==> src/rtl/assert_macros.svh <==
// assertion macros used by the allocator sequencer
`ifndef ASSERT_MACROS_SVH
`define ASSERT_MACROS_SVH

// a condition that must hold at every clock edge out of reset
`define ASSERT_ALWAYS(label, clk, rst_n, cond) \
    label: assert property (@(posedge clk) disable iff (!rst_n) (cond)) \
        else $error("assertion failed");

// an antecedent that implies a consequent in the next cycle
`define ASSERT_NEXT(label, clk, rst_n, ante, cons) \
    label: assert property (@(posedge clk) disable iff (!rst_n) (ante) |=> (cons)) \
        else $error("assertion failed");

`endif

==> src/rtl/ffua_pkg.sv <==
// shared constants and types of the first-fit unit allocator
package ffua_pkg;
    localparam int POOL_UNITS = 32768;
    localparam int WORD_BITS  = 64;
    localparam int MAP_WORDS  = (POOL_UNITS + WORD_BITS - 1) / WORD_BITS;
    localparam int ADDR_W     = $clog2(MAP_WORDS);
    localparam int BIT_W      = $clog2(WORD_BITS);
    localparam int UNIT_W     = $clog2(POOL_UNITS) + 1;
    localparam logic [15:0] POOL_RESET = 16'd20000;

    localparam logic OP_ALLOC = 1'b0;
    localparam logic OP_FREE  = 1'b1;

    typedef logic [ADDR_W-1:0]    t_addr;
    typedef logic [WORD_BITS-1:0] t_word;
    typedef logic [UNIT_W-1:0]    t_unit;

    // memory port bundle from the sequencer to the map ram
    typedef struct packed {
        logic  rd_en;
        t_addr rd_addr;
        logic  wr_en;
        t_addr wr_addr;
        t_word wr_data;
    } t_mem_req;

    // mask of bits lo..hi within a word, lo <= hi
    function automatic t_word range_mask(input logic [BIT_W-1:0] lo,
                                         input logic [BIT_W-1:0] hi);
        t_word m;
        m = '0;
        for (int k = 0; k < WORD_BITS; k++) begin
            m[k] = (k >= int'(lo)) && (k <= int'(hi));
        end
        return m;
    endfunction
endpackage

==> src/rtl/ffua_seq.sv <==
// request sequencer: clear pass, first-fit scan and run marking or freeing over the map ram
`include "assert_macros.svh"
module ffua_seq import ffua_pkg::*; (
    input  logic        i_clk,
    input  logic        i_rst_n,
    input  logic        i_start,
    input  logic        i_op,
    input  logic [15:0] i_alloc_size,
    input  logic [14:0] i_free_start,
    input  logic [15:0] i_free_length,
    input  logic [15:0] i_pool_size,
    input  t_word       i_rd_data,
    output t_mem_req    o_mem,
    output logic        o_busy,
    output logic        o_done,
    output logic        o_ok,
    output logic [14:0] o_block_start,
    output logic [14:0] o_block_end
);
    typedef enum logic [6:0] {
        S_CLEAR = 7'b0000001,
        S_IDLE  = 7'b0000010,
        S_SCAN  = 7'b0000100,
        S_BIT   = 7'b0001000,
        S_MRD   = 7'b0010000,
        S_MWR   = 7'b0100000,
        S_DONE  = 7'b1000000
    } t_state;

    t_state r_state, n_state;
    t_addr  r_waddr, n_waddr;          // word under work
    t_unit  r_unit,  n_unit;           // unit scan position
    t_unit  r_run,   n_run;
    t_unit  r_first, n_first;
    t_unit  r_last,  n_last;
    t_unit  r_pool;
    t_unit  r_size;
    logic   r_op, r_ok, n_ok;
    t_word  r_word, n_word;
    logic   r_done, n_done;

    t_unit  pool_c;
    logic [16:0] free_end;
    logic [BIT_W-1:0] lo, hi;
    logic   first_word;
    logic   last_word;

    assign pool_c = (i_pool_size > 16'(POOL_UNITS)) ? t_unit'(POOL_UNITS)
                                                     : t_unit'(i_pool_size);
    assign free_end = 17'(i_free_start) + 17'(i_free_length);

    // mark range inside the current word
    assign first_word = r_first[UNIT_W-1:BIT_W] == (UNIT_W-BIT_W)'(r_waddr);
    assign last_word  = r_last[UNIT_W-1:BIT_W] == (UNIT_W-BIT_W)'(r_waddr);
    assign lo = first_word ? r_first[BIT_W-1:0] : '0;
    assign hi = last_word ? r_last[BIT_W-1:0] : '1;

    always_comb begin
        n_state = r_state;
        n_waddr = r_waddr;
        n_unit  = r_unit;
        n_run   = r_run;
        n_first = r_first;
        n_last  = r_last;
        n_ok    = r_ok;
        n_word  = r_word;
        n_done  = 1'b0;
        o_mem   = '0;
        unique case (r_state)
            S_CLEAR: begin
                o_mem.wr_en   = 1'b1;
                o_mem.wr_addr = r_waddr;
                o_mem.wr_data = '0;
                n_waddr = r_waddr + 1'b1;
                if (r_waddr == t_addr'(MAP_WORDS - 1)) begin
                    n_state = S_IDLE;
                end
            end
            S_IDLE: begin
                if (i_start) begin
                    n_unit = '0;
                    n_run  = '0;
                    n_ok   = 1'b0;
                    n_first = '0;
                    n_last  = '0;
                    n_waddr = '0;
                    if (i_op == OP_ALLOC) begin
                        if (i_alloc_size != '0 && pool_c != '0) begin
                            o_mem.rd_en = 1'b1;
                            o_mem.rd_addr = '0;
                            n_state = S_SCAN;
                        end else begin
                            n_state = S_DONE;
                        end
                    end else if (i_free_length != '0 && free_end <= 17'(pool_c)) begin
                        n_first = t_unit'(i_free_start);
                        n_last  = t_unit'(free_end - 17'd1);
                        n_waddr = i_free_start[14:BIT_W];
                        o_mem.rd_en = 1'b1;
                        o_mem.rd_addr = i_free_start[14:BIT_W];
                        n_state = S_MRD;
                        n_ok = 1'b1;
                    end else begin
                        n_state = S_DONE;
                    end
                end
            end
            S_SCAN: begin
                // ram data for r_waddr arrives this cycle
                n_word  = i_rd_data;
                n_state = S_BIT;
            end
            S_BIT: begin
                // one unit per cycle from the latched word, pausing at each word boundary to load the next word
                if (r_unit >= r_pool) begin
                    n_state = S_DONE;
                end else if (r_word[r_unit[BIT_W-1:0]]) begin
                    n_run = '0;
                end else begin
                    n_run = r_run + 1'b1;
                end
                if (r_unit < r_pool) begin
                    if (!r_word[r_unit[BIT_W-1:0]] && (r_run + 1'b1) == r_size) begin
                        n_ok    = 1'b1;
                        n_last  = r_unit;
                        n_first = r_unit + 1'b1 - r_size;
                        n_waddr = n_first[ADDR_W+BIT_W-1:BIT_W];
                        o_mem.rd_en = 1'b1;
                        o_mem.rd_addr = n_first[ADDR_W+BIT_W-1:BIT_W];
                        n_state = S_MRD;
                    end else begin
                        n_unit = r_unit + 1'b1;
                        if (r_unit[BIT_W-1:0] == '1) begin
                            n_waddr = r_waddr + 1'b1;
                            o_mem.rd_en = (r_unit + 1'b1) < r_pool;
                            o_mem.rd_addr = r_waddr + 1'b1;
                            n_state = S_SCAN;
                            if ((r_unit + 1'b1) >= r_pool) begin
                                n_state = S_DONE;
                            end
                        end
                    end
                end
            end
            S_MRD: begin
                n_state = S_MWR;
            end
            S_MWR: begin
                o_mem.wr_en   = 1'b1;
                o_mem.wr_addr = r_waddr;
                o_mem.wr_data = (r_op == OP_FREE) ? (i_rd_data & ~range_mask(lo, hi))
                                                  : (i_rd_data | range_mask(lo, hi));
                if (last_word) begin
                    n_state = S_DONE;
                end else begin
                    n_waddr = r_waddr + 1'b1;
                    o_mem.rd_en = 1'b1;
                    o_mem.rd_addr = r_waddr + 1'b1;
                    n_state = S_MRD;
                end
            end
            S_DONE: begin
                n_done  = 1'b1;
                n_state = S_IDLE;
            end
            default: n_state = S_IDLE;
        endcase
    end

    always_ff @(posedge i_clk) begin
        if (!i_rst_n) begin
            r_state <= S_CLEAR;
            r_waddr <= '0;
            r_done  <= 1'b0;
            r_ok    <= 1'b0;
        end else begin
            r_state <= n_state;
            r_waddr <= n_waddr;
            r_done  <= n_done;
            r_ok    <= n_ok;
        end
    end

    always_ff @(posedge i_clk) begin
        r_unit  <= n_unit;
        r_run   <= n_run;
        r_first <= n_first;
        r_last  <= n_last;
        r_word  <= n_word;
        if (r_state == S_IDLE && i_start) begin
            r_op   <= i_op;
            r_pool <= pool_c;
            r_size <= (i_alloc_size > 16'(POOL_UNITS)) ? t_unit'(POOL_UNITS) + 1'b1
                                                        : t_unit'(i_alloc_size);
        end
    end

    assign o_busy        = r_state != S_IDLE;
    assign o_done        = r_done;
    assign o_ok          = r_ok;
    assign o_block_start = r_ok ? r_first[14:0] : '0;
    assign o_block_end   = r_ok ? r_last[14:0]  : '0;

    `ASSERT_ALWAYS(a_done_idle, i_clk, i_rst_n, !r_done || r_state == S_IDLE)
    `ASSERT_NEXT(a_mwr_write, i_clk, i_rst_n, r_state == S_MRD, r_state == S_MWR)
    `ASSERT_ALWAYS(a_ok_order, i_clk, i_rst_n, !(r_done && r_ok) || r_first <= r_last)
endmodule

==> config.mk <==
export PLATFORM = sky130hd
export DESIGN_NAME = ffua_seq
export DESIGN_NICKNAME = d
export VERILOG_FILES = /design/src/rtl/ffua_pkg.sv /design/src/rtl/ffua_seq.sv
export VERILOG_INCLUDE_DIRS = /design/src /design/src/rtl
export SDC_FILE = /design/constraint.sdc
export NUM_CORES = 1
export LEC_CHECK = 0
export BUFFER_PORTS_ARGS = -buffer_cell sky130_fd_sc_hd__buf_2
export CORE_AREA = 3 3 208 129
export DETAILED_ROUTE_END_ITERATION = 10
export DIE_AREA = 0 0 211 132
export PLACE_DENSITY = 0.8
export SLEW_MARGIN = 20
export SYNTH_ARGS = -nofsm -noshare
export SYNTH_HDL_FRONTEND = slang
export SYNTH_SLANG_ARGS = --single-unit
==> constraint.sdc <==
create_clock -name i_clk -period 6.6 [get_ports i_clk]
set_input_delay 0.99 -clock i_clk [delete_from_list [all_inputs] [get_ports i_clk]]
set_output_delay 0.99 -clock i_clk [all_outputs]
set_load 0.01 [all_outputs]
# Word level (Yosys, flattened, before mapping)
# Cells that the tools add are included.
[totals] reg_bits=179 latch_bits=0 mem_bits_rw=0 rom_bits=0 inputBits=131 word_cells=317 mem_count=0
[classes] add_sub_neg=6 n_mul=0 div=0 order_cmp=134 eq_ne=21 n_shift=0 mux=64 bitwise=3 reduce_logical=77
[ops] cell="$mux 16" n=14
[ops] cell="$le 6x6->1 const A" n=32
[ops] cell="$ge 6x6->1 const A" n=31
[ops] cell="$pmux 74 s2" n=1
[ops] cell="$pmux 16 s2" n=4
[ops] cell="$ge 5x6->1 const A" n=16
[ops] cell="$le 5x6->1 const A" n=16
[ops] cell="$mux 10" n=8
[ops] cell="$mux 7" n=11
[ops] cell="$logic_and 1x1->1" n=66
[ops] cell="$and 64x64->64" n=1
[ops] cell="$mux 64" n=1
[ops] cell="$not 64->64" n=1
[ops] cell="$or 64x64->64" n=1
[ops] cell="$mux 9" n=7
[ops] cell="$mux 15" n=4
[ops] cell="$ge 4x6->1 const A" n=8
[ops] cell="$le 4x6->1 const A" n=8
[ops] cell="$reduce_bool 16->1" n=3
[ops] cell="$pmux 7 s6" n=1
[ops] cell="$pmux 9 s4" n=1
[ops] cell="$add 16x1->16 const B" n=2
[ops] cell="$ge 16x16->1" n=2
[ops] cell="$gt 16x16->1 const B" n=2
[ops] cell="other kinds (39)" n=64

# Depth between registers and ports, before layout
[depth] word_depth=8 depth_mapped=18 depth_no_buf=18

# Least setup slack after synthesis
# No wires, ideal clock.
[synth_timing] kind="input to output" startpoint="input port i_free_start[0]" endpoint="output port o_mem[76] (netlist name)" t_arrival_ns=4.760 setup_slack_ns=0.850 path_stages=17 cell_sequence="ha_1 fa_1 a21o_1 and3_1 o31ai_1 nor2b_1 xnor2_1 ha_1 and4_1 nand4_1 or3_1 a221oi_1 o211ai_1 nor2_1 and2_1 a221oi_1 o21ai_0"
[synth_rtl] item="from (decl)" line="ffua_seq.sv:9" rtl="input logic [14:0] i_free_start,"
[synth_rtl] item="to (decl)" line="ffua_seq.sv:13" rtl="output t_mem_req o_mem,"

==> metrics.txt <==
status completed; antenna viol nets, final 0; Worst EP required 5.61 ns; cell accounting for the most synthesized area edfxtp_1; Post-synth ARST share 0%; Final Setup Violations 0; register area share after synthesis 36.7%; PortBufs roughly 250; Remaining DRCs 0; Clock power frac roughly two fifths; Placeable Area 25100 sq um; vias per cell about 6.7; starting density of the core 56.5%; Clock Latency Late Sink 0.45 ns; Hold Buf Count CTS 0; max cap viols 0; post-DP HPWL 40.3 mm; crit path time final 6.31 ns; final cycle utilization of the critical path about 96%; LEAKAGE 6.99 nW; Max-slew headroom 24.2%; Synth Instances 1573; combinational power share 13.5%; drt initial violations 2513; flop2flop setup slack 1.96 ns; Hold Crit Class reg -> reg; Power Density 163 nW/um^2; top_reg_cell synth edfxtp_1; Chip Width approximately 210 um; CP max FO 8; CTS Buf Count 17; Avg Cell Area, Syn 8.99 sq um; ranking of synthesized cells by area edfxtp_1 34%, ha_1 7.3%, nor2_1 4.7%, a21oi_1 4.0%, xnor2_1 3.2%; global route overflow 0; WHS Path Cells 2; Nets 1986; Max Clk Rate 159 MHz; number of synthesized register bits around 180; clk_skew approximately 0.013 ns; CP Class in -> out; fin util between 60% and 70%; Synth cell types 80; H-tree lvl count 4; initial antenna violation count 0; largest net degree at the start of global routing 71; final WL 52.2 mm; Vert. Die Dim 132 um; global-route wire length before repair 76.6 mm; Switching Share around a quarter; TritonCTS clock tree done; Critical R2R Capture r_last[3]; FP Rows 45; Hold Path Sink o_done; Fin Setup TNS 0 ns; Yosys Warn Count 0; RSZ-0062 raised after global routing false; Die Area 27900 sq um; P&R area growth vs syn 14.4%; GRT Util Overall roughly 36%; Startpoint Class input port; worst hold start r_state[6]; maximum vdd drop 0.170 mV; DR vias 14100; share of layout cells above drive strength 1 19.2%; Mapped Nets 1789; CTS clock-pin slew for the worst setup and hold paths 0.07 ns; Max Slew Vio Count 0; post-synthesis cell area 14100 sq um; RePlAce Congestion around 1.1; antenna cells 0; Sink Count 179; final hold violations 0; CTS root buf clkbuf_16; vias in the first global route 12500; reg2reg start r_run[2]; Reg2Reg Depth 8; P_sw 0.697 mW; Int Pwr roughly 1.9 mW; Post-synth EDFFs 161; CTS max path bufs 2; io pins 248; 1st-pass router iterations 7; Worst Setup End Kind output pin; Worst Tran Pin Value ~1.1 ns; Sequential Power Share 47.1%; routed length per instance 24.7 um; Synth top area share around a third; Worst Path Arrival 5.32 ns
## critical path, cell delays in order
cell	delay (ns)
buf_2	0.11
ha_1	0.35
o21ai_0	0.28
o21bai_1	0.15
o21a_1	0.28
a221o_1	0.33
a31o_2	0.24
a21oi_1	0.17
xnor2_1	0.15
ha_1	0.37
nand4_1	0.15
or3_1	0.37
a221oi_1	0.27
o211ai_1	0.13
buf_4	0.20
nor2_1	0.16
buf_4	0.20
nand2_1	0.06
o21ai_0	0.08
a21o_1	0.13
buf_2	0.13
## cell usage after synthesis (11+ instances only)
cell type  number
inv_1          69
nor4_1         25
nor2b_1        36
o22ai_1        18
o21ai_0        80
nand2_1       116
edfxtp_1      161
dfxtp_1        18
mux4_2         17
ha_1           83
nor2_1        178
xor2_1         48
a21o_1         28
o211ai_1       14
and3_1         15
nor3_1         33
o21a_1         14
a21oi_1       114
xnor2_1        51
mux2i_1        35
nand4_1        26
nand2b_1       14
nand3_1        41
a31oi_1        12
and2_1         64
clkbuf_1       80
or3_1          11
a211oi_1       25
a22o_1         11
## worst max path at each step
stage | startpoint | to | slack (ns) | cells after the start
floorplan | i_free_start[0] | o_mem[76] | 0.85 | 17
global placement | i_free_start[0] | o_mem[78] | 0.44 | 19
detailed placement | i_free_start[0] | o_mem[77] | 0.25 | 20
CTS | i_free_start[0] | o_mem[77] | 0.16 | 20
global route | i_free_start[2] | o_mem[77] | 0.08 | 21
finish | i_free_start[2] | o_mem[77] | 0.29 | 21
## cell type report
cell class,instances,area (sq um)
Multi-Input combinational cell,1236,8370
Fill cell,2066,8860
Timing Repair Buffer,266,1380
Sequential cell,179,5190
Tap cell,329,412
Clock inverter,13,149
Inverter,70,263
Clock buffer,18,429
## cell usage in the layout (no fill, tap or decap), drive strengths merged, types with 35 or more instances in the layout
cell	synthesis	layout
edfxtp	161	161
inv	69	73
nor2b	36	36
ha	83	83
o21ai	80	80
xor2	48	48
nand2	116	116
a21oi	114	114
and2	64	64
nand3	41	41
xnor2	51	51
mux2i	35	35
nor2	180	180
buf	8	266
## cell families after synthesis
| group | synth area share, % |
|---|---|
| DFF | 36.7 |
| and+or+nand+nor | 21.6 |
| buffers and inverters | 4.29 |
| adders and majority gates | 7.62 |
| muxes | 5.45 |
| AOI/OAI and AO/OA | 17.8 |
| xor gates and xnor gates | 6.61 |
## stage by stage
stage | instances | total power [mW] | setup WS (ns) | instance area (sq um) | hold slack (ns)
2_1_floorplan | 1573 | 1.45 | 0.850 | 14100 | 0.454
5_1_grt | 2111 | 2.70 | 0.0803 | 16200 | 0.531
6_report | 2111 | 2.63 | 0.292 | 16200 | 0.515
3_5_place_dp | 2078 | 1.59 | 0.246 | 15600 | 0.501
3_3_place_gp | 2078 | 1.58 | 0.438 | 15600 | 0.501
4_1_cts | 2109 | 2.61 | 0.162 | 16200 | 0.511
## routing by layer
| layer | wire length, um | global-route usage [%] |
|---|---|---|
| met2 | 19400 | 45.4 |
| met1 | 22100 | 56.9 |
| met4 | 1040 | 6.47 |
| met5 | 0 | 0 |
| met3 | 9650 | 15.2 |
## flip-flops by register name, indices dropped and copies added (netlist names), 9 cells and up
name	cells
r_unit	16
r_word	64
r_pool	16
r_size	16
r_waddr	9
r_first	16
r_run	16
r_last	16
## power groups by stage
stage          logic, mW  registers [mW]  clock network [mW]
2_1_floorplan      0.193            1.26                   0
3_3_place_gp       0.314            1.26                   0
3_5_place_dp       0.330            1.26                   0
4_1_cts            0.334            1.24                1.04
5_1_grt            0.378            1.24                1.09
6_report           0.357            1.24                1.04
## repair_timing
action                     CTS  global route
buffers inserted             0             2
setup endpoints to repair    0            10
gates resized for setup      0             1
Note: power is estimated with default switching activity, not from simulation.
